**src/rtl/assert_macros.svh**
```systemverilog
// Assertion helpers for the RTL core. Each check uses clk and arst_n.
`ifndef ASSERT_MACROS_SVH
`define ASSERT_MACROS_SVH

// Check an expression at every rising clock edge outside reset.
`define AST_ALWAYS(lbl, expr) \
	lbl: assert property (@(posedge clk) disable iff (!arst_n) (expr)) \
		else $error("invariant check failed");

// Check a same-cycle implication.
`define AST_IMPL(lbl, ante, cons) \
	lbl: assert property (@(posedge clk) disable iff (!arst_n) (ante) |-> (cons)) \
		else $error("implication check failed");

// Check a next-cycle implication.
`define AST_NEXT(lbl, ante, cons) \
	lbl: assert property (@(posedge clk) disable iff (!arst_n) (ante) |=> (cons)) \
		else $error("next-cycle check failed");

`endif

```
**src/rtl/psd_div_cell.sv**
```systemverilog
`default_nettype none
module psd_div_cell #(
	parameter int DW = 34,
	parameter int QW = 43,
	parameter int TW = 45
) (
	input  wire logic          clk,
	input  wire logic          arst_n,
	input  wire logic          en,
	input  wire logic          v_i,
	input  wire logic [DW-1:0] den_i,
	input  wire logic [DW-1:0] rem_i,
	input  wire logic [QW-1:0] num_i,
	input  wire logic [QW-1:0] q_i,
	input  wire logic [TW-1:0] tag_i,
	output logic               v_o,
	output logic [DW-1:0]      den_o,
	output logic [DW-1:0]      rem_o,
	output logic [QW-1:0]      num_o,
	output logic [QW-1:0]      q_o,
	output logic [TW-1:0]      tag_o
);
	logic [DW:0] trial;
	logic        ge;

	// one restoring step: bring down the next numerator bit
	assign trial = {rem_i, num_i[QW-1]};
	assign ge    = trial >= (DW+1)'(den_i);

	always_ff @(posedge clk or negedge arst_n) begin
		if (!arst_n) begin
			v_o <= 1'b0;
		end else if (en) begin
			v_o <= v_i;
		end
	end

	always_ff @(posedge clk) begin
		if (en) begin
			den_o <= den_i;
			rem_o <= ge ? DW'(trial - (DW+1)'(den_i)) : DW'(trial);
			num_o <= num_i << 1;
			q_o   <= {q_i[QW-2:0], ge};
			tag_o <= tag_i;
		end
	end
endmodule
`default_nettype wire

```
**config.mk**
```make
export PLATFORM = sky130hd
export DESIGN_NAME = psd_div_cell
export DESIGN_NICKNAME = d
export VERILOG_FILES = /design/src/rtl/assert_macros.svh /design/src/rtl/psd_div_cell.sv
export SDC_FILE = /design/constraint.sdc
export NUM_CORES = 1
export LEC_CHECK = 0
export BUFFER_PORTS_ARGS = -buffer_cell sky130_fd_sc_hd__buf_2
export CORE_AREA = 4 4 153 155
export CTS_BUF_LIST = sky130_fd_sc_hd__clkbuf_8
export DETAILED_ROUTE_END_ITERATION = 8
export DIE_AREA = 0 0 157 159
export GPL_TIMING_DRIVEN = 0
export PLACE_DENSITY = 0.67
export SETUP_SLACK_MARGIN = 0.5
export SLEW_MARGIN = 5
export SYNTH_ARGS = -nofsm -noshare
export SYNTH_HDL_FRONTEND = slang
export SYNTH_SLANG_ARGS = --single-unit
```
**constraint.sdc**
```tcl
create_clock -name clk -period 1.5 [get_ports clk]
set_input_delay 0.225 -clock clk [delete_from_list [all_inputs] [get_ports clk]]
set_output_delay 0.225 -clock clk [all_outputs]
set_load 0.02 [all_outputs]
```
# [Yosys cells after proc, flatten, opt, wreduce, memory -nomap -nowiden]
# Cells that the tools add are included.
[totals] reg_bits=199 in_bits=203 out_inout_bits=200 wordCells=9
[classes] addsub=1 n_lt_le_gt_ge=1 n_mux=1
[op_table] op="$ge 35x34->1" n=1
[op_table] op="$mux 34" n=1
[op_table] op="$sub 34x34->34" n=1

# [Depth between registers and ports, before layout]
[logic_depth] depth_word=2 mapped_depth=13 depth_no_buf=12

# [Worst setup path before layout]
# OpenSTA, ideal clock, no wires.
[synth_path] path_type="input-to-reg" start="input port num_i[42]" end="register rem_o[32] (data pin)" setup_time_ns=0.255 arrival_time_ns=2.442 required_ns=1.245 path_slack_ns=-1.197 cell_stages=12 path_buffers=0 path_cell_list="inv_1 ha_1 inv_1 fa_1 a21oi_1 o211ai_1 a211oi_2 o22ai_1 o2111ai_1 a41oi_1 or3_1 a31o_1"
[synth_via] elab_chain_cells=2 word_cells_on_any_way=3 classes_between="add/sub: 1; order compare: 1; mux: 1"
[synth_rtl] element="from (decl)" line="psd_div_cell.sv:13" rtl="input wire logic [QW-1:0] num_i,"
[synth_rtl] element="$sub 34x34->34 or $ge 35x34->1 (tied branches)" line="psd_div_cell.sv:41, psd_div_cell.sv:28"
[synth_rtl] element="$mux 34 (*)" line="psd_div_cell.sv:41" rtl="rem_o <= ge ? DW'(trial - (DW+1)'(den_i)) : DW'(trial);"
[synth_rtl] element="to (signal assigned)" line="psd_div_cell.sv:41"
[synth_rtl] element="to (decl)" line="psd_div_cell.sv:18" rtl="output logic [DW-1:0] rem_o,"
# Mark *: on every way between the ends. The rest lies on a longest branch, timed or not.
# A chain may end at the register's enable or synchronous reset.

# [Worst setup path in the final report]
[layout_path] start="input port den_i[18]" end="register rem_o[32] (data pin)"
[layout_via] elab_chain_cells=2 word_cells_on_any_way=3 classes_between="add/sub: 1; order compare: 1; mux: 1"
[layout_rtl] element="from (decl)" line="psd_div_cell.sv:11" rtl="input wire logic [DW-1:0] den_i,"
[layout_rtl] element="$ge 35x34->1" line="psd_div_cell.sv:28" rtl="assign ge = trial >= (DW+1)'(den_i);"
[layout_rtl] element="via ge" line="psd_div_cell.sv:24" rtl="logic ge;"
[layout_rtl] element="$mux 34" line="psd_div_cell.sv:41"
# The timed path passes the listed nets, and every way through them passes these cells.

==> results.cfg <==
[cells_and_area]
post-route-util_pct = 70.8
syn_to_final_growth_pct = 84.6
final_area_um2 = 15400
drive_above_1_share_pct = 50.1
final_cells = 1508
finalNetCount = 1450

[cts]
htreeDepth = 4
clkTransAtPathRegs_ps = 110
cts_made_buffers = 17
cts.path.max_buffers = 2
cts_sinks = 199
cts_tree = done
clkLatencyLatePin_ps = 470
cts_root_buf = clkbuf_8

[setup_path]
crit_slowest_cell = a221o_1
crit_chain = buf_8 > inv_4 > ha_4 > buf_8 > a21oi_4 > o21ai_2 > a221o_1 > a21o_1 > a32o_2 > a21boi_2 > buf_6 > buf_12 > buf_12 > clkinv_4 > a31o_1
critPathLaunch = den_i[18]
slowest_delay_ps = 290
reg2reg_to = v_o$_DFFE_PN0P_
cp-endpoint = rem_o[32]$_DFFE_PP_
r2r.worst_path.cells = 1
crit_path_start_kind = input pin
critical_path_class = in2reg
r2r_slack_ps = 740
crit_required_ps = 1730
worstPathMaxFanout = 7
arrival_ps = 2480
r2r-start = v_o$_DFFE_PN0P_
endpoint_kind = flip-flop

[timing]
clock.fmax_mhz = 446
period_needed_ps = 2240
setup_ws_ps = -742
rsz0062_at_grt = true
fin_crit_sh_pct = 149
drv_slew = 0
fin_setup_tns_ps = -22830
finalHoldViolCount = 0
hold_ws_ps = 35.8
setup_viol = 35
fin_skew_ps = 0

[power]
power_mw = 15.1
seqPwrFrac_pct = 46.6
p_leak_nw = 6.49
p_clk_share_pct = 23.8
swShare_pct = 31.4
p_switching_mw = 4.73
pwr-share-comb_pct = 29.6
ir_drop_v = 0.000517
power.density_nw_per_um2 = 975
p_int_mw = 10.3

[grt]
grt_pass1_wl_mm = 45.4
grt_max_degree = 84
antenna_found_initial = 6
grt_pass1_vias = 7744
overflow = 0
track_usage_pct = 24.0

[detailed_routing]
totalWireLength_mm = 32.9
via_per_inst = 4.93
drc = 0
ant_nets = 0
drt_iter0_drc = 414
wl_per_cell_um = 21.8
drt_first_pass_iters = 4
vias = 7434

[yosys]
ys_types = 58
synth-main-ff-cell = edfxtp_1
synth_edf_count = 198
synth_seq_cells = 199
synth-simple-area-share_pct = 6.37
synth_cells = 581
synth_xor_area_share_pct = 3.04
synth_top_family_by_area = compound AO/OA/AOI/OAI gates
yosysSeqAreaShare_pct = 71.4
synthTopCellsByCount = 198 x edfxtp_1, 52 x nand2_1, 44 x o21ai_0, 41 x inv_1, 34 x ha_1
synth-compound-area-share_pct = 9.80
synth_area_leaders = edfxtp_1 71%, ha_1 5.1%, o21ai_0 2.6%
syn_area_um2 = 8370
yosys_warnings = 0
async_flop_share_pct = 0.503
netlist.area_leader.share_pct = 71.1
syn_avg_cell_area_um2 = 14.4
synth.most_common_cell = edfxtp_1
yosysTopAreaCell = edfxtp_1
syn_nets = 819
synth_fa_ha_area_share_pct = 5.32
synthMuxAreaShare_pct = 0.673

[floorplan]
dieArea_um2 = 25000
die_x_um = 157
rows = 54
die_h_um = 159
io_pins = 403
coreArea_um2 = 21800
initial_core_util_pct = 38.3

[job]
max-cap-violations = 0

[placement]
dp_hpwl_mm = 20.1
place_inst = 1262
port_buffers = 400
globalplace.congestion = 0.843
dp_worst_setup_slack_ps = -1680
placed_area_um2 = 11000

[hold_path]
hold_path.startpoint = rem_i[3]
hold_class = in2reg

[outcome]
violations = negative setup slack
status = complete, but fails checks
==> placed cells by master, fill, tap and decap left out, types with 5 or more instances in the layout <==
cell type / synthesis / final
ha_4: 0 / 17
ha_1: 34 / 15
nand4_1: 9 / 9
buf_4: 4 / 33
o21ai_2: 0 / 25
xnor2_1: 16 / 16
dlygate4sd3_1: 0 / 165
o21ai_1: 4 / 9
buf_8: 1 / 8
nand2_2: 0 / 5
inv_2: 1 / 6
nand2_4: 0 / 9
a21oi_2: 2 / 10
edfxtp_1: 198 / 198
buf_12: 0 / 7
a21o_1: 11 / 11
nand3_1: 7 / 6
nor2_1: 22 / 20
buf_2: 4 / 194
xor2_1: 13 / 13
clkbuf_8: 0 / 17
buf_6: 1 / 215
nand2_1: 52 / 38
a21oi_1: 32 / 22
clkinv_8: 0 / 5
inv_1: 41 / 31
o21ai_0: 44 / 12
==> worst max-delay path: cells and delay by family <==
kind | cells | cell delay [ps]
buffers and inverters | 7 | 700
AO/OA/AOI/OAI | 7 | 1340
adder cells (fa/ha/maj) | 1 | 200
==> area by class of cell <==
| cell class | instances | area, µm² |
|---|---|---|
| Clock buffer | 17 | 234 |
| Timing Repair Buffer | 612 | 5520 |
| Multi-Input combinational cell | 318 | 2720 |
| Inverter | 42 | 193 |
| Buffer | 22 | 263 |
| Clock inverter | 14 | 180 |
| Sequential cell | 199 | 5970 |
| Fill cell | 1399 | 6380 |
| Antenna cell | 4 | 10.0 |
| Tap cell | 280 | 350 |
==> per-layer routing <==
metal  vias up  wire, µm  track usage (%)  part of all wire, %
met5         -        26                0                0.079
met2       315     18100             44.6                   55
met1      3621     11200             26.1                   34
li1       3429         -                -                    -
met3        65      2520             6.25                  7.7
met4         4       946             8.17                  2.9
==> logic make-up after synthesis <==
| group | after synthesis |
|---|---|
| xor+xnor | 29 |
| compound gates | 131 |
| flops | 199 |
| mux | 5 |
| buf+inv | 64 |
| simple gates | 117 |
| fa+ha+maj | 35 |
| other cells | 1 |
==> registers in the layout (all words and copies together), names as in the netlist <==
name	cells
rem_o	34
q_o	43
v_o	1
tag_o	45
den_o	34
num_o	42
==> how the worst min path moves through the flow <==
stage,to,slack [ps],depth (start not counted)
2_1_floorplan,v_o$_DFFE_PN0P_,-70,0
3_3_place_gp,v_o$_DFFE_PN0P_,0.4,1
3_5_place_dp,v_o$_DFFE_PN0P_,1,1
4_1_cts,rem_o[9]$_DFFE_PP_,8,3
5_1_grt,rem_o[4]$_DFFE_PP_,20,3
6_report,rem_o[4]$_DFFE_PP_,40,3
==> power by group through the flow <==
stage / combinational, mW / clock [mW] / sequential, mW
after CTS: 4.00 / 3.65 / 6.94
final: 4.46 / 3.59 / 7.01
after global routing: 4.69 / 3.94 / 7.06
after detailed placement: 2.86 / 0 / 6.97
after floorplan: 0.973 / 0 / 7.66
after global placement: 2.82 / 0 / 6.97
==> repair_timing <==
item / 4_1_cts / 5_1_grt
setup endpoints to repair: 352 / 234
resized for setup: 378 / 199
hold buffers: 165 / 0
buffers inserted: 20 / 21
endpoints found under the hold margin: 165 / 0
gates cloned: 5 / 0
pin swaps: 24 / 33
No activity file was read; power rests on OpenSTA's default activity.
